## src/hdl/ps2md_pkg.sv

```systemverilog
// Package for the PS/2 mouse packet decoder: event codes, the packet
// descriptor passed from front to back, and queue sizing.
// No dependencies.
`default_nettype none

package ps2md_pkg;

	// status bit that flags a valid auxiliary data byte
	localparam int unsigned AUX_VALID_BIT = 5;
	// bytes in one mouse packet
	localparam int unsigned PACKET_LEN    = 3;
	localparam int unsigned SLOT_W        = $clog2(PACKET_LEN);
	localparam logic [SLOT_W-1:0] LAST_SLOT = SLOT_W'(PACKET_LEN - 1);
	// buttons carried in packet byte 0
	localparam int unsigned NUM_BUTTONS   = 3;

	// descriptor queue between front and back
	localparam int unsigned QUEUE_DEPTH   = 2;
	localparam int unsigned QPTR_W        = (QUEUE_DEPTH > 1) ? $clog2(QUEUE_DEPTH) : 1;
	localparam int unsigned QCNT_W        = $clog2(QUEUE_DEPTH + 1);

	typedef enum logic [1:0] {
		EV_MOVE    = 2'd0,
		EV_PRESS   = 2'd1,
		EV_RELEASE = 2'd2
	} ev_kind_t;

	// one completed packet that yields at least one event
	typedef struct packed {
		logic                          move;
		logic signed [7:0]             dx;
		logic signed [8:0]             dy;
		logic [NUM_BUTTONS-1:0]        chg;
		logic [NUM_BUTTONS-1:0]        prev;
	} pkt_desc_t;

	// queue status seen by both sides
	typedef struct packed {
		logic full;
		logic empty;
	} q_status_t;

endpackage

`default_nettype wire

```

## src/hdl/ps2md_front.sv

```systemverilog
// Front end: takes input words, assembles three-byte packets, keeps the
// button state and the consumer_attached register. Uses ps2md_pkg.
`default_nettype none

module ps2md_front (
	input  wire logic                 clk,
	input  wire logic                 arst_n,
	// input words
	input  wire logic                 in_valid,
	output logic                      in_ready,
	input  wire logic [7:0]           status_byte,
	input  wire logic [7:0]           data_byte,
	// configuration write
	input  wire logic                 cfg_valid,
	output logic                      cfg_ready,
	input  wire logic                 cfg_data,
	// descriptor queue write side
	input  wire ps2md_pkg::q_status_t q_stat,
	output logic                      q_push,
	output ps2md_pkg::pkt_desc_t      q_desc
);
	import ps2md_pkg::*;

	logic                   consumer_q;
	logic [SLOT_W-1:0]      slot_q;
	logic [7:0]             byte0_q;
	logic [7:0]             byte1_q;
	logic [NUM_BUTTONS-1:0] buttons_q;

	logic                   accept;
	logic                   aux_ok;
	logic                   complete;
	logic [NUM_BUTTONS-1:0] new_buttons;
	logic signed [8:0]      y9;

	assign in_ready  = !q_stat.full;
	assign cfg_ready = 1'b1;
	assign accept    = in_valid && in_ready;
	assign aux_ok    = status_byte[AUX_VALID_BIT];
	assign complete  = accept && aux_ok && consumer_q && (slot_q == LAST_SLOT);

	// descriptor for the packet closed by this word (byte 2 is data_byte)
	always_comb begin
		new_buttons  = byte0_q[NUM_BUTTONS-1:0];
		y9           = {data_byte[7], data_byte};
		q_desc.move  = (byte1_q != 8'd0) || (data_byte != 8'd0);
		q_desc.dx    = byte1_q;
		q_desc.dy    = -y9;
		q_desc.chg   = new_buttons ^ buttons_q;
		q_desc.prev  = buttons_q;
		q_push       = complete && (q_desc.move || (q_desc.chg != '0));
	end

	// consumer register
	always_ff @(posedge clk or negedge arst_n) begin
		if (!arst_n) begin
			consumer_q <= 1'b1;
		end else if (cfg_valid && cfg_ready) begin
			consumer_q <= cfg_data;
		end
	end

	// slot and button state
	always_ff @(posedge clk or negedge arst_n) begin
		if (!arst_n) begin
			slot_q    <= '0;
			buttons_q <= '0;
		end else if (accept && aux_ok && consumer_q) begin
			if (slot_q == LAST_SLOT) begin
				slot_q    <= '0;
				buttons_q <= new_buttons;
			end else begin
				slot_q <= slot_q + SLOT_W'(1);
			end
		end
	end

	// packet byte store; byte 2 is used straight from the input
	always_ff @(posedge clk) begin
		if (accept && aux_ok) begin
			if (slot_q == '0) byte0_q <= data_byte;
			if (slot_q == SLOT_W'(1)) byte1_q <= data_byte;
		end
	end

endmodule

`default_nettype wire

```

## src/hdl/ps2md_fifo.sv

```systemverilog
// Short descriptor queue between front and back ends.
// Uses ps2md_pkg for the descriptor type and depth.
`default_nettype none

module ps2md_fifo (
	input  wire logic                 clk,
	input  wire logic                 arst_n,
	input  wire logic                 push,
	input  wire ps2md_pkg::pkt_desc_t wr_desc,
	input  wire logic                 pop,
	output ps2md_pkg::pkt_desc_t      rd_desc,
	output ps2md_pkg::q_status_t      stat
);
	import ps2md_pkg::*;

	pkt_desc_t         mem_q [QUEUE_DEPTH];
	logic [QPTR_W-1:0] wr_ptr_q;
	logic [QPTR_W-1:0] rd_ptr_q;
	logic [QCNT_W-1:0] count_q;

	assign stat.full  = (count_q == QCNT_W'(QUEUE_DEPTH));
	assign stat.empty = (count_q == '0);
	assign rd_desc    = mem_q[rd_ptr_q];

	function automatic logic [QPTR_W-1:0] ptr_next(input logic [QPTR_W-1:0] p);
		logic [QPTR_W-1:0] r;
		if (p == QPTR_W'(QUEUE_DEPTH - 1)) r = '0;
		else r = p + QPTR_W'(1);
		return r;
	endfunction

	// pointers and fill count
	always_ff @(posedge clk or negedge arst_n) begin
		if (!arst_n) begin
			wr_ptr_q <= '0;
			rd_ptr_q <= '0;
			count_q  <= '0;
		end else begin
			if (push) wr_ptr_q <= ptr_next(wr_ptr_q);
			if (pop)  rd_ptr_q <= ptr_next(rd_ptr_q);
			if (push && !pop)      count_q <= count_q + QCNT_W'(1);
			else if (pop && !push) count_q <= count_q - QCNT_W'(1);
		end
	end

	// storage
	always_ff @(posedge clk) begin
		if (push) mem_q[wr_ptr_q] <= wr_desc;
	end

	a_no_overflow: assert property (@(posedge clk) disable iff (!arst_n)
		!(push && stat.full && !pop))
		else $error("descriptor queue overflow");

	a_no_underflow: assert property (@(posedge clk) disable iff (!arst_n)
		!(pop && stat.empty))
		else $error("descriptor queue underflow");

	a_count_step: assert property (@(posedge clk) disable iff (!arst_n)
		(push && !pop) |=> (count_q == $past(count_q) + QCNT_W'(1)))
		else $error("queue count did not advance on push");

endmodule

`default_nettype wire

```

## src/hdl/ps2md_back.sv

```systemverilog
// Back end: expands each packet descriptor into move and button events,
// one per cycle while out_ready is high, registered. Uses ps2md_pkg.
`default_nettype none

module ps2md_back (
	input  wire logic                 clk,
	input  wire logic                 arst_n,
	// descriptor queue read side
	input  wire ps2md_pkg::q_status_t q_stat,
	input  wire ps2md_pkg::pkt_desc_t q_desc,
	output logic                      q_pop,
	// event words
	output logic                      out_valid,
	input  wire logic                 out_ready,
	output logic [1:0]                event_kind,
	output logic signed [7:0]         delta_x,
	output logic signed [8:0]         delta_y,
	output logic [1:0]                button_number,
	output logic                      last_event
);
	import ps2md_pkg::*;

	localparam int unsigned MASK_W = NUM_BUTTONS + 1;

	// pending events of the packet in progress: bit 0 move, bits 1.. buttons
	logic [MASK_W-1:0]      rem_q;
	logic [NUM_BUTTONS-1:0] prev_q;

	logic                   out_valid_q;
	ev_kind_t               kind_q;
	logic signed [7:0]      dx_q;
	logic signed [8:0]      dy_q;
	logic [1:0]             btn_q;
	logic                   last_q;

	logic                   advance;
	logic                   rem_nz;
	logic                   produce;
	logic [MASK_W-1:0]      src_mask;
	logic [MASK_W-1:0]      pick;
	logic [MASK_W-1:0]      rest;
	logic [NUM_BUTTONS-1:0] src_prev;
	ev_kind_t               nx_kind;
	logic [1:0]             nx_btn;

	assign advance = !out_valid_q || out_ready;
	assign rem_nz  = (rem_q != '0);
	assign produce = advance && (rem_nz || !q_stat.empty);
	assign q_pop   = advance && !rem_nz && !q_stat.empty;

	// pick the lowest pending event
	always_comb begin
		src_mask = rem_nz ? rem_q : {q_desc.chg, q_desc.move};
		src_prev = rem_nz ? prev_q : q_desc.prev;
		pick     = src_mask & (~src_mask + MASK_W'(1));
		rest     = src_mask & ~pick;
		nx_kind  = EV_MOVE;
		nx_btn   = 2'd0;
		for (int i = 0; i < NUM_BUTTONS; i++) begin
			if (pick[i+1]) begin
				nx_kind = src_prev[i] ? EV_RELEASE : EV_PRESS;
				nx_btn  = 2'(i + 1);
			end
		end
	end

	// sequencer and output valid
	always_ff @(posedge clk or negedge arst_n) begin
		if (!arst_n) begin
			rem_q       <= '0;
			out_valid_q <= 1'b0;
		end else if (advance) begin
			out_valid_q <= produce;
			if (produce) rem_q <= rest;
		end
	end

	// output payload
	always_ff @(posedge clk) begin
		if (q_pop) prev_q <= q_desc.prev;
		if (produce) begin
			kind_q <= nx_kind;
			btn_q  <= nx_btn;
			last_q <= (rest == '0);
			dx_q   <= pick[0] ? q_desc.dx : 8'sd0;
			dy_q   <= pick[0] ? q_desc.dy : 9'sd0;
		end
	end

	assign out_valid     = out_valid_q;
	assign event_kind    = kind_q;
	assign delta_x       = dx_q;
	assign delta_y       = dy_q;
	assign button_number = btn_q;
	assign last_event    = last_q;

	// move always goes out straight from the queue head, never held
	a_move_not_held: assert property (@(posedge clk) disable iff (!arst_n)
		!rem_q[0])
		else $error("move event left pending");

	a_move_fields: assert property (@(posedge clk) disable iff (!arst_n)
		(out_valid_q && kind_q == EV_MOVE) |-> (btn_q == 2'd0))
		else $error("move event carries a button number");

	a_button_fields: assert property (@(posedge clk) disable iff (!arst_n)
		(out_valid_q && kind_q != EV_MOVE) |->
		(dx_q == 8'sd0 && dy_q == 9'sd0 && btn_q != 2'd0))
		else $error("button event fields wrong");

	a_pending_not_last: assert property (@(posedge clk) disable iff (!arst_n)
		(out_valid_q && rem_nz) |-> !last_q)
		else $error("last flag set with events pending");

endmodule

`default_nettype wire

```

## src/hdl/ps2_mouse_packet_decoder.sv

```systemverilog
// PS/2 mouse packet decoder, top level.
// Depends on ps2md_pkg, ps2md_front, ps2md_fifo and ps2md_back.
//
// Input channel (in_valid/in_ready, status_byte, data_byte): one status
// byte and data byte per word; words with status bit 5 clear are dropped,
// and every third valid byte closes a packet.
// Output channel (out_valid/out_ready): a move event when either delta is
// nonzero, then one press/release event per changed button; last_event
// marks the final event of a packet.
// Configuration channel (cfg_valid/cfg_ready, cfg_data): writes
// consumer_attached, cfg_ready always high; with it clear, bytes keep
// overwriting the same packet slot and no events come out.
// Timing: one input word per cycle while in_ready is high. The first event
// of a packet passes the descriptor queue and then the back end's output
// register, then one event per cycle while out_ready is high; a packet
// gives at most four events. Two descriptors queue between front and back;
// in_ready drops while that queue is full, when the receiver stalls or
// packets of several events come in faster than they drain.
// Reset: arst_n clears the packet slot, the buttons (all released), the
// queue and the output valid, and sets consumer_attached to 1.
`default_nettype none

module ps2_mouse_packet_decoder (
	input  wire logic         clk,
	input  wire logic         arst_n,
	input  wire logic         in_valid,
	output logic              in_ready,
	input  wire logic [7:0]   status_byte,
	input  wire logic [7:0]   data_byte,
	input  wire logic         cfg_valid,
	output logic              cfg_ready,
	input  wire logic         cfg_data,
	output logic              out_valid,
	input  wire logic         out_ready,
	output logic [1:0]        event_kind,
	output logic signed [7:0] delta_x,
	output logic signed [8:0] delta_y,
	output logic [1:0]        button_number,
	output logic              last_event
);
	import ps2md_pkg::*;

	q_status_t q_stat;
	pkt_desc_t wr_desc;
	pkt_desc_t rd_desc;
	logic      q_push;
	logic      q_pop;

	// packet assembly
	ps2md_front u_front (
		.clk         (clk),
		.arst_n      (arst_n),
		.in_valid    (in_valid),
		.in_ready    (in_ready),
		.status_byte (status_byte),
		.data_byte   (data_byte),
		.cfg_valid   (cfg_valid),
		.cfg_ready   (cfg_ready),
		.cfg_data    (cfg_data),
		.q_stat      (q_stat),
		.q_push      (q_push),
		.q_desc      (wr_desc)
	);

	// descriptor queue
	ps2md_fifo u_fifo (
		.clk     (clk),
		.arst_n  (arst_n),
		.push    (q_push),
		.wr_desc (wr_desc),
		.pop     (q_pop),
		.rd_desc (rd_desc),
		.stat    (q_stat)
	);

	// event generation
	ps2md_back u_back (
		.clk           (clk),
		.arst_n        (arst_n),
		.q_stat        (q_stat),
		.q_desc        (rd_desc),
		.q_pop         (q_pop),
		.out_valid     (out_valid),
		.out_ready     (out_ready),
		.event_kind    (event_kind),
		.delta_x       (delta_x),
		.delta_y       (delta_y),
		.button_number (button_number),
		.last_event    (last_event)
	);

endmodule

`default_nettype wire
```

## config.mk

```make
export PLATFORM = sky130hd
export DESIGN_NAME = ps2_mouse_packet_decoder
export DESIGN_NICKNAME = d
export VERILOG_FILES = /design/src/hdl/ps2md_pkg.sv /design/src/hdl/ps2md_front.sv /design/src/hdl/ps2md_fifo.sv /design/src/hdl/ps2md_back.sv /design/src/hdl/ps2_mouse_packet_decoder.sv
export SDC_FILE = /design/constraint.sdc
export NUM_CORES = 1
export LEC_CHECK = 0
export ABC_AREA = 0
export BUFFER_PORTS_ARGS = -buffer_cell sky130_fd_sc_hd__buf_2
export CORE_MARGIN = 3
export CORE_UTILIZATION = 42
export DETAILED_ROUTE_END_ITERATION = 10
export PLACE_DENSITY_LB_ADDON = 0.12
export SETUP_SLACK_MARGIN = 0.4
export SLEW_MARGIN = 20
export SYNTH_ARGS = -nofsm -noshare
export SYNTH_HDL_FRONTEND = slang
export SYNTH_HIERARCHICAL = 1
export SYNTH_SLANG_ARGS = --single-unit
```

## constraint.sdc

```tcl
create_clock -name clk -period 3.8 [get_ports clk]
set_input_delay 0.38 -clock clk [delete_from_list [all_inputs] [get_ports clk]]
set_output_delay 0.38 -clock clk [all_outputs]
set_load 0.02 [all_outputs]
```

[After elaboration in Yosys (flattened, before gate mapping)]
Memory sizes are Yosys's and may differ from the RTL's.
Cells that the tools add are included.
Word-level totals
  flip-flop bits (word level): 51
  memory bits (writable): 48
  input port bits: 22
  output and inout port bits: 25
  memories: 1
Operators by class
  add/subtract/negate cells: 7
  equality and inequality tests: 3
  multiplexer cells: 17
  bitwise operators: 5
  reduce and logical (&&, ||, !) cells: 33
Memory list
  u_fifo.mem_q: words 2, width 24, rd ports 1, clocked after memory_dff 0, write ports 1, line ps2md_fifo.sv:16  | pkt_desc_t mem_q [QUEUE_DEPTH];
Operator list (count)
  2-bit two-way mux: 9
  8-bit nonzero test: 2
  1-bit logical AND: 10
  8-bit negation with 9-bit output: 1
  4-bit AND: 2
  4-bit NOT: 2
  2-bit AND reduction: 4
  1-bit logical NOT: 6
  1-bit two-way mux: 6
  2-bit by 1-bit adder with 2-bit output, second input constant: 2
  4-bit by 1-bit adder with 4-bit output, second input constant: 1
  2-bit equality test, second input constant: 2
  2-bit logical NOT: 2
  4-bit logical NOT: 1
  1-bit logical OR: 4
  4-bit two-way mux: 1
  4-bit nonzero test: 1
  3-bit two-way mux: 1
  3-bit nonzero test: 1
  3-bit bitwise XOR: 1
  1-bit adder, second input constant: 2
  2-bit by 1-bit equality test with 1-bit output, second input constant: 1
  2-bit nonzero test: 1
  2-bit OR reduction: 1
  2-bit by 1-bit subtractor with 2-bit output, second input constant: 1

[Logic depth before layout (Yosys ltp)]
Gate-level depths: netlist of run 1.
  depth after elaboration: 11
  mapped depth: 9

[Cells and area by module]
The synthesis of run 1 kept the hierarchy.
Modules (own cells, without submodules)
  ps2md_fifo: times used 1, cells each 91, area an instance 2020.7 µm², sequential area each 1541.5 µm²
  ps2md_back: times used 1, cells each 98, area an instance 1286.2 µm², sequential area each 850.8 µm²
  ps2md_front: times used 1, cells each 62, area an instance 813.3 µm², sequential area each 481.7 µm²

[Least setup slack after synthesis of run 1]
Ideal clock, no wire load.
  path type: register -> register
  start: register u_fifo.count_q[1]
  end: memory u_fifo/mem_q[0][0] (netlist bit) (enable)
  setup time: 408 ps
  arrival time: 2602 ps
  required time: 3392 ps
  setup slack: 790 ps
  stages on the path, launching flop included: 6
  path buffers: 0
  clock period less this slack: 3010 ps
  cells stage by stage: dfrtp_1 > nor2b_1 > nand4b_1 > nor3b_1 > o41a_1 > nor2b_1
RTL lines
  start, declared: line ps2md_fifo.sv:19  | logic [QCNT_W-1:0] count_q;
  start signal, assigned: line ps2md_fifo.sv:41  | if (push && !pop) count_q <= count_q + QCNT_W'(1);
  start signal, assigned: line ps2md_fifo.sv:42  | else if (pop && !push) count_q <= count_q - QCNT_W'(1);
  end, declared: line ps2md_fifo.sv:16

==> results of run 1 <==
[state kept, by name, indices dropped and copies added, names as in the netlist, 2 cells and up]
register,count
u_back/delta_y,9
u_fifo/mem_q,48
u_back/prev_q,3
u_fifo/count_q,2
u_back/event_kind,2
u_back/rem_q,3
u_front/byte0_q,3
u_back/delta_x,8
u_front/buttons_q,3
u_front/byte1_q,8
u_back/button_number,2
u_front/slot_q,2
[final cells by class]
| cell class | instances | area share |
|---|---|---|
| flip-flops and latches | 98 | 0.618 |
| repair buffers | 42 | 0.0479 |
| multi-input cells | 136 | 0.247 |
| inverters | 6 | 0.00484 |
| clock inverters | 7 | 0.0213 |
| clock buffers | 9 | 0.0266 |
| well taps | 129 | 0.0347 |
[worst max path at each step]
stage               slack (ns)         startpoint            endpoint  depth (start not counted)
finish                    1.33  u_fifo/count_q[1]  u_fifo/mem_q[0][9]                          6
global route              1.03  u_fifo/count_q[1]  u_fifo/mem_q[0][9]                          6
CTS                       1.27  u_fifo/count_q[1]  u_fifo/mem_q[0][3]                          6
detailed placement        1.18       data_byte[0]   u_fifo/count_q[1]                         10
global placement          1.20       data_byte[0]   u_fifo/count_q[1]                         10
floorplan                 0.79  u_fifo/count_q[1]  u_fifo/mem_q[0][0]                          5
[cells in the mapped netlist, drive strengths merged, types with 2 or more instances]
cell	count
or3	2
nor4	3
o31ai	2
nand2	6
nor4b	4
edfxtp	84
ha	2
nand2b	2
and2	3
clkbuf	3
xor2	8
nor3	7
nor3b	2
dfrtp	13
and3	17
xnor2	5
nand4b	2
a31oi	2
nor2b	3
o21ai	7
buf	8
or4b	2
inv	6
mux2	28
nor2	13
[logic make-up after synthesis]
group | after synthesis | share of synthesized area
buf+inv | 17 | 0.0276
simple gates | 68 | 0.103
fa+ha+maj | 3 | 0.00850
flops | 98 | 0.698
other cells | 1 | 0.000910
compound gates | 23 | 0.0410
xor+xnor | 13 | 0.0276
mux | 28 | 0.0938
[power by group through the flow]
stage	logic, W	registers (W)	clock network, W
final	0.000914	0.00158	0.000728
after global placement	0.000900	0.00160	0
after global routing	0.00100	0.00161	0.000799
after detailed placement	0.000911	0.00161	0
after floorplan	0.000660	0.00168	0
after CTS	0.000916	0.00159	0.000759
[through the flow]
stage | area, um2 | hold WS (ns) | worst slack, ns | power [W] | util
final | 4650 | 0.259 | 1.33 | 0.00322 | 0.496
after global placement | 4410 | 0.312 | 1.20 | 0.00250 | 0.470
after CTS | 4640 | 0.235 | 1.27 | 0.00326 | 0.495
after floorplan | 4120 | 0.0844 | 0.790 | 0.00234 | -
after global routing | 4650 | 0.230 | 1.03 | 0.00341 | 0.496
after detailed placement | 4410 | 0.311 | 1.18 | 0.00252 | 0.470
[layer usage]
| layer | GRT usage | vias up | wire length [um] |
|---|---|---|---|
| met1 | 0.191 | 971 | 3400 |
| met3 | 0.0420 | 4 | 261 |
| met2 | 0.159 | 46 | 2630 |
| met4 | 0.0366 | 0 | 42 |
| met5 | 0 | - | 0 |
| li1 | - | 1039 | - |
==> impl.org, run 1 <==
** Clock network
- Counting the buffers created by CTS gives 9.
- Sinks on the clock net :: 98
- Counting along the longest clock path gives a buffer depth of 2.
- Clock-pin slew reported for the worst setup and hold paths after clock tree synthesis :: 0.09 ns
- Clock latency on the worst-skew pair :: 0.35 ns
- Buffers inserted to repair hold after CTS numbered 1.
- In this run the number of H-tree levels came out at 3.
- TritonCTS clock tree :: done
- Cells resized by post-CTS repair :: 0
- Clock Tree Root :: sky130_fd_sc_hd__clkbuf_8
- Number of setup buffers added after CTS :: 0

** Synth
- The largest total area in the synthesized netlist belongs to sky130_fd_sc_hd__edfxtp_1.
- A synthesized cell averages 16.4 um2.
- In the synthesized netlist the dominant register cell turns out to be sky130_fd_sc_hd__edfxtp_1.
- The cell count after synthesis came out at 251.
- Counting flops with a built-in enable in the synthesized netlist gives 84.
- In this run, distinct cell masters in the synthesized netlist total 53.
- Counting flops with an async set or reset pin after synthesis yields a share of 0.143.
- For this run, the register share of the synthesized area comes to 0.698.
- Of the post-synthesis cell area, the dominant cell type holds 0.612.
- Counting flops and latches in the post-synthesis netlist gives 98.
- Number of nets in the synthesized netlist :: 275
- During synthesis, Yosys emitted a total of 6 warnings.
- Leading cell types by total area after synthesis :: sky130_fd_sc_hd__edfxtp_1, sky130_fd_sc_hd__dfrtp_1, sky130_fd_sc_hd__mux2_4
- Total standard cell area after synthesis :: 4120 um2

** Drt
- Sum of routed wire length over all layers :: 6.33 mm
- Number of iterations in the first detailed-routing pass :: 4
- Number of vias in the routed layout :: 2,060
- Post-DR wirelength/cell :: 14.8 um
- In the routed design, unresolved DRC markers number 0.
- Remaining antenna violation count :: 0
- Vias per cell :: 4.82
- The detailed router finished its first iteration with 86 violations.

** Floorplan
- Number of placement rows :: 35
- The floorplan step defined a die boundary enclosing 11,000 um2.
- DIE WIDTH :: 105 um
- Area of the core :: 9370 um2
- Height of the chip :: 105 um
- Pin placement for this block handled 47 I/O pins.
- The initial utilization of the core area, before any placement, comes to 0.440.

** Power
- Maximum resistive drop on vdd :: 0.000343 V
- Of the total power, the clock network draws 0.226.
- For this design the static power due to leakage is 1.81 nW.
- Net switching component of the power :: 0.00102 W
- For this design the ratio of total power to cell area is 693 nW/um2.
- Switching share of total power :: 0.315
- Int Pwr :: 0.00221 W
- Part of the power in registers :: 0.491
- Of the total power, combinational logic draws 0.284.

** STA
- Slew Viols, Final :: 0
- Setup repair after global routing missed its margin :: false
- Achievable frequency :: 0.404 GHz
- Min Tclk post-route :: 2.47 ns
- Final hold vios :: 0
- For the final database, setup skew stands at 0.0113 ns.
- Final worst path period share :: 0.651
- # setup viols final :: 0
- At the pin with the least slew margin, the transition time is 0.890 ns.
- Slew HR :: 0.403
- Summed negative setup slack over all endpoints :: 0 ns

** Worst setup path
- Critical Path Start Type :: register
- Largest fanout on the critical path :: 24
- Among cell families on the critical path, the largest total delay comes from simple AND/OR/NAND/NOR gates.
- STA puts the critical path data required time at 3.82 ns.
- Ordered cell list for the critical path :: nor2b_1 -> nand4b_1 -> nor3b_1 -> o41a_1 -> nor2b_2 -> buf_4
- Endpoint of the most critical register-to-register path :: u_fifo/mem_q[0][9]
- The critical path in this run is classified as reg2reg.
- Crit Reg-Reg Startpoint :: u_fifo/count_q[1]
- Slowest cell on crit path :: sky130_fd_sc_hd__nor3b_1
- CP Data Arrival Time :: 2.50 ns
- Worst reg2reg setup slack :: 1.33 ns
- The largest single stage delay on the critical path is 0.54 ns.
- The number of buffers and inverters on the critical path is 1.
- The number of cells on the worst reg-to-reg path is 6.
- STA classifies the critical path endpoint as a register.

** Cells and area
- Leaving out fill and tap cells, the most frequent cells in the layout are sky130_fd_sc_hd__edfxtp_1, sky130_fd_sc_hd__buf_2, sky130_fd_sc_hd__mux2_4, sky130_fd_sc_hd__and3_1.
- Growth of design area from synthesis to finish :: 12.8%
- Non-Filler Instances :: 427
- Layout cells sized above 1 :: 0.309
- Combined area of the multi-input logic cells :: 1150 um2
- Summing all flip-flop and latch instances after layout gives 2870 um2.
- Total number of nets in the final design :: 317
- Leaving out fill and tap cells, the most frequent cell in the layout is sky130_fd_sc_hd__edfxtp_1.
- After filler insertion, the fill cell instance count of the layout stands at 839.
- Final antenna diode count :: 0

** Hold path
- The worst hold path belongs to the class in2reg.
- For hold timing, the worst endpoint is u_front/byte1_q[7].
- The startpoint identified for the worst hold timing path is data_byte[7].
- Counting instances, the worst hold path has a depth of 1.

** Run status
- The run finished with clean final reports.

** Placed design
- Count of buffers inserted at the top-level ports :: 38
- At the end of routability-driven placement, the weighted congestion stood at 0.761.
- Placed Cells :: 410
- HPWL Detailed :: 4.33 mm

** Global routing
- Tot GR Track Use :: 0.123
- Global-route wire length before repair :: 10.5 mm
- Maximum number of pins on one net before global-route repair :: 25
- Total gr overflow :: 0
- The number of antenna violations at the first check in global routing is 0.
- The number of global-route vias before repair is 1,963.

** Run
- Max_cap viols :: 0
(Power assumes the default switching activity.)
==> run 2: changes to the inputs <==
Settings changed: ABC_AREA 0 to 1.
Clock period 3.8 ns to 2.35 ns, I/O delays scaled along.
==> run 2 against run 1 <==
Clock skew grew 0.00083 ns; synthesized cell count is 29% higher; combinational power up 110%; total power grew 72%; via count up 15%; count of clock-buffer cells in the layout is the same; final area up 7.8%.
==> impl.org, run 2 <==
** Synth
- Total standard cell area after synthesis :: 4300 um2 (was 4120 um2)
- List of most frequent post-synthesis cells: sky130_fd_sc_hd__edfxtp_1, sky130_fd_sc_hd__nand2_1, sky130_fd_sc_hd__inv_1 (was sky130_fd_sc_hd__edfxtp_1, sky130_fd_sc_hd__mux2_4, sky130_fd_sc_hd__and3_1).
- The average cell area after synthesis came to 13.3 um2 (was 16.4 um2).
- Leading cell types by total area after synthesis :: sky130_fd_sc_hd__edfxtp_1, sky130_fd_sc_hd__dfrtp_1, sky130_fd_sc_hd__mux2_4 (unchanged)
- The cell taking the most area after synthesis is sky130_fd_sc_hd__edfxtp_1 (unchanged).
- Post-synthesis cell count :: 324 (was 251)
- Count of distinct cell types in the synthesized netlist :: 34 (was 53)
- Flip-flop and latch count after synthesis :: 98 (unchanged)
- The count of warnings emitted by yosys was 6 (unchanged).
- Number of nets in the synthesized netlist :: 348 (was 275)
- Count of flip-flops with a built-in enable after synthesis :: 84 (unchanged)
- The most frequently used flop master after synthesis is sky130_fd_sc_hd__edfxtp_1 (unchanged).
- Count leader, synth :: sky130_fd_sc_hd__edfxtp_1 (unchanged)
- Area fraction of the dominant cell type after synthesis :: 0.586 (was 0.612)
- Async set-or-reset flop fraction in the synthesized netlist :: 0.143 (unchanged)
- Share of synthesized area occupied by flip-flops and latches :: 0.668 (was 0.698)

** STA
- The accumulated negative setup slack came to 0 ns (unchanged).
- The maximum clock rate is 0.538 GHz (was 0.404 GHz).
- The number of hold violations in the final report is 0 (unchanged).
- The post-route fraction of the period consumed by the critical path is 0.791 (was 0.651).
- The number of pins exceeding their max-slew limit in the final report came to 0 (unchanged).
- Setup slack of the critical path after layout :: 0.491 ns (was 1.33 ns)
- The worst clock skew was 0.0121 ns (was 0.0113 ns).
- Min Tclk post-route :: 1.86 ns (was 2.47 ns)
- Setup repair after global routing missed its margin :: true (was false)
- The final worst hold slack came to 0.0430 ns (was 0.259 ns).
- The total of endpoints with negative setup slack in the final report is 0 (unchanged).

** Cells and area
- Sequential cell area :: 2880 um2 (was 2870 um2)
- The number of antenna cells inserted was 0 (unchanged).
- Leading cell types in the layout, fill and taps excluded: sky130_fd_sc_hd__edfxtp_1, sky130_fd_sc_hd__nand2_1, sky130_fd_sc_hd__inv_1, sky130_fd_sc_hd__buf_2, sky130_fd_sc_hd__nor2_1 (was sky130_fd_sc_hd__edfxtp_1, sky130_fd_sc_hd__buf_2, sky130_fd_sc_hd__mux2_4, sky130_fd_sc_hd__and3_1).
- Number of flip-flops under the largest register name :: 48 (unchanged)
- The ratio of cells with drive above 1 in the final layout is 0.344 (was 0.309).
- Total number of nets in the final design :: 409 (was 317)
- The area taken by multi-input logic gates is 1190 um2 (was 1150 um2).
- The relative area change from synthesis to final layout came to 16.4% (was 12.8%).
- Non-Filler Instances :: 523 (was 427)
- The largest register by flop count was u_fifo/mem_q (unchanged).
- Fill cell total of the finished layout :: 881 (was 839)
- The most common cell after layout, fill and taps aside was sky130_fd_sc_hd__edfxtp_1 (unchanged).

** Global routing
- Global-route wire length before repair :: 10.9 mm (was 10.5 mm)
- Total gr overflow :: 0 (unchanged)
- The overall global routing resource usage was 0.126 (was 0.123).
- The number of antenna violations at the first check in global routing came to 0 (unchanged).
- The largest net degree at the start of global routing was 25 (unchanged).
- Via count of the first global-routing pass :: 2,205 (was 1,963)

** Placed design
- Routability Congestion :: 0.749 (was 0.761)
- The count of input and output buffers was 38 (unchanged).
- Placed Cells :: 495 (was 410)
- The worst slack at placement was 0.345 ns (was 1.18 ns).
- HPWL Detailed :: 4.69 mm (was 4.33 mm)

** Worst setup path
- Data required, critical path :: 2.61 ns (was 3.82 ns)
- The data arrival at the endpoint of the critical path was 2.12 ns (was 2.50 ns).
- CP max stage delay :: 0.40 ns (was 0.54 ns)
- Kind of end point of the critical path :: register (unchanged)
- The reg-to-reg critical path startpoint is u_fifo/count_q[1] (unchanged).
- The last element of the critical path is u_fifo/count_q[1] (was u_fifo/mem_q[0][9]).
- Critical Path Start Type :: register (unchanged)
- Slowest cell on crit path :: sky130_fd_sc_hd__dfrtp_1 (was sky130_fd_sc_hd__nor3b_1)
- Launching instance or port of the critical path :: u_fifo/count_q[1] (unchanged)
- Largest fanout on the critical path :: 5 (was 24)
- Ordered cell list for the critical path :: inv_2 -> nor2_1 -> inv_2 -> nand3_4 -> nor2_8 -> nand3_4 -> nor2_4 -> buf_4 -> ha_1 -> inv_1 -> nand3_1 -> nand2_1 -> nand2_1 (was nor2b_1 -> nand4b_1 -> nor3b_1 -> o41a_1 -> nor2b_2 -> buf_4)
- The number of cells traversed by the worst register-to-register path is 13 (was 6).
- The worst flop-to-flop path endpoint was u_fifo/count_q[1] (was u_fifo/mem_q[0][9]).
- The setup slack on the worst flop-to-flop path is 0.49 ns (was 1.33 ns).
- Critical path type :: reg2reg (unchanged)

** Drt
- Sum of routed wire length over all layers :: 7.05 mm (was 6.33 mm)
- Number of vias in the routed layout :: 2,372 (was 2,060)
- The ratio of routed vias to standard cells was 4.54 (was 4.82).
- Remaining antenna violation count :: 0 (unchanged)
- Post-DR wirelength/cell :: 13.5 um (was 14.8 um)
- The number of search-and-repair iterations in the first detailed-routing pass is 4 (unchanged).
- The residual DRC count was 0 (unchanged).
- Violation count after the first detailed-route iteration :: 73 (was 86)

** Floorplan
- The die area was 11,500 um2 (was 11,000 um2).
- The area of the core region was 9860 um2 (was 9370 um2).
- The boundary pin count came to 47 (unchanged).
- The die span in y is 107 um (was 105 um).
- Number of placement rows :: 36 (was 35)
- Initial Utilization :: 0.436 (was 0.440)
- The die width is 107 um (was 105 um).

** Clock network
- Clock-pin slew reported for the worst setup and hold paths after clock tree synthesis :: 0.10 ns (was 0.09 ns)
- The maximum count of clock buffers along a single path was 2 (unchanged).
- The insertion delay to the later sink of the worst-skew pair is 0.36 ns (was 0.35 ns).
- Sinks on the clock net :: 98 (unchanged)
- Clock Tree Root :: sky130_fd_sc_hd__clkbuf_8 (unchanged)
- Cts bufs inserted :: 9 (unchanged)
- H-Tree Depth :: 3 (unchanged)
- The clock tree from TritonCTS is done (unchanged).

** Power
- Net switching component of the power :: 0.00202 W (was 0.00102 W)
- Combinational group share of total power :: 0.348 (was 0.284)
- Pleak :: 2.10 nW (was 1.81 nW)
- The areal power density over the cells came to 1110 nW/um2 (was 693 nW/um2).
- The cell-internal power came to 0.00352 W (was 0.00221 W).
- The sequential power share was 0.469 (was 0.491).
- The post-route total power is 0.00555 W (was 0.00322 W).
- The net switching share of the total power came to 0.365 (was 0.315).
- The peak ir drop on the vdd network is 0.000415 V (was 0.000343 V).
- Proportion of power drawn by the clock network :: 0.182 (was 0.226)

** Hold path
- The classification of the worst-slack hold path is in2reg (unchanged).

** Run status
- Outcome: finished clean (unchanged).

** Run
- The number of maximum-capacitance violations was 0 (unchanged).
[run 2: cell count changes in the layout (fill, tap and decap cells not counted), moves of 5 or more]
cell	delta
sky130_fd_sc_hd__and3_1	-17
sky130_fd_sc_hd__buf_4	+9
sky130_fd_sc_hd__nand2_1	+42
sky130_fd_sc_hd__inv_2	+5
sky130_fd_sc_hd__nand4_1	+7
sky130_fd_sc_hd__nand2_2	+6
sky130_fd_sc_hd__inv_1	+34
sky130_fd_sc_hd__nor2_2	+6
sky130_fd_sc_hd__nand3_1	+13
sky130_fd_sc_hd__nor2_1	+19
[run 2: how the worst min path moves through the flow]
| stage | start | endpoint | slack (ns) | cells past startpoint |
|---|---|---|---|---|
| after CTS | cfg_valid | u_front/consumer_q | 0.02 | 2 |
| after detailed placement | arst_n | u_fifo/wr_ptr_q | 0.17 | 1 |
| after floorplan | arst_n | u_back/out_valid | -0.06 | 0 |
| after global placement | arst_n | u_front/slot_q[1] | 0.17 | 1 |
| final | cfg_valid | u_front/consumer_q | 0.04 | 2 |
| after global routing | cfg_valid | u_front/consumer_q | 0.05 | 2 |
[run 2: power groups by stage]
stage / registers (W) / logic (W) / clock network (W)
floorplan: 0.00285 / 0.00129 / 0
global placement: 0.00263 / 0.00189 / 0
detailed placement: 0.00264 / 0.00192 / 0
CTS: 0.00260 / 0.00192 / 0.00106
global route: 0.00265 / 0.00215 / 0.00113
finish: 0.00260 / 0.00193 / 0.00101
[run 2: cells by family (layout without fill, tap and decap cells)]
group,count (synthesis),in the layout,synth area share
simple gates,129,129,0.155
flops,98,98,0.668
buf+inv,54,120,0.0608
mux,24,24,0.0794
compound gates,8,8,0.0145
xor+xnor,8,8,0.0163
fa+ha+maj,2,2,0.00581
other cells,1,1,0.000871
[run 2: cell type report]
type,instances,share of cell area
timing repair buffer,57,0.0821
clock buffer,9,0.0247
clock inverter,7,0.0117
sequential,98,0.574
tap,133,0.0332
multi-input combinational,172,0.238
inverter,47,0.0365
[run 2: metal layers]
metal / vias to the layer above / part of all wire / track usage
met5: - / 0 / 0
met4: 0 / 0.016 / 0.0630
met3: 9 / 0.034 / 0.0253
met2: 44 / 0.45 / 0.193
met1: 1113 / 0.50 / 0.171
li1: 1206 / - / -
[run 2: stage by stage]
step	instance area, um2	util
3_5_place_dp	4680	0.475
3_3_place_gp	4680	0.475
6_report	5010	0.508
5_1_grt	5010	0.508
2_1_floorplan	4330	-
4_1_cts	4870	0.494
[run 2: timing repair]
item,in CTS,in global routing
setup endpoints to repair,0,51
hold buffers,1,0
hold endpoints to repair,13,0
resized for setup,0,4
buffers inserted,0,8
[run 2: critical path, delay by kind of cell (launching register included)]
family        cells  cell delay [ns]
buf+inv           4             0.35
simple gates      8             0.76
fa+ha+maj         1             0.24
flops             1             0.40
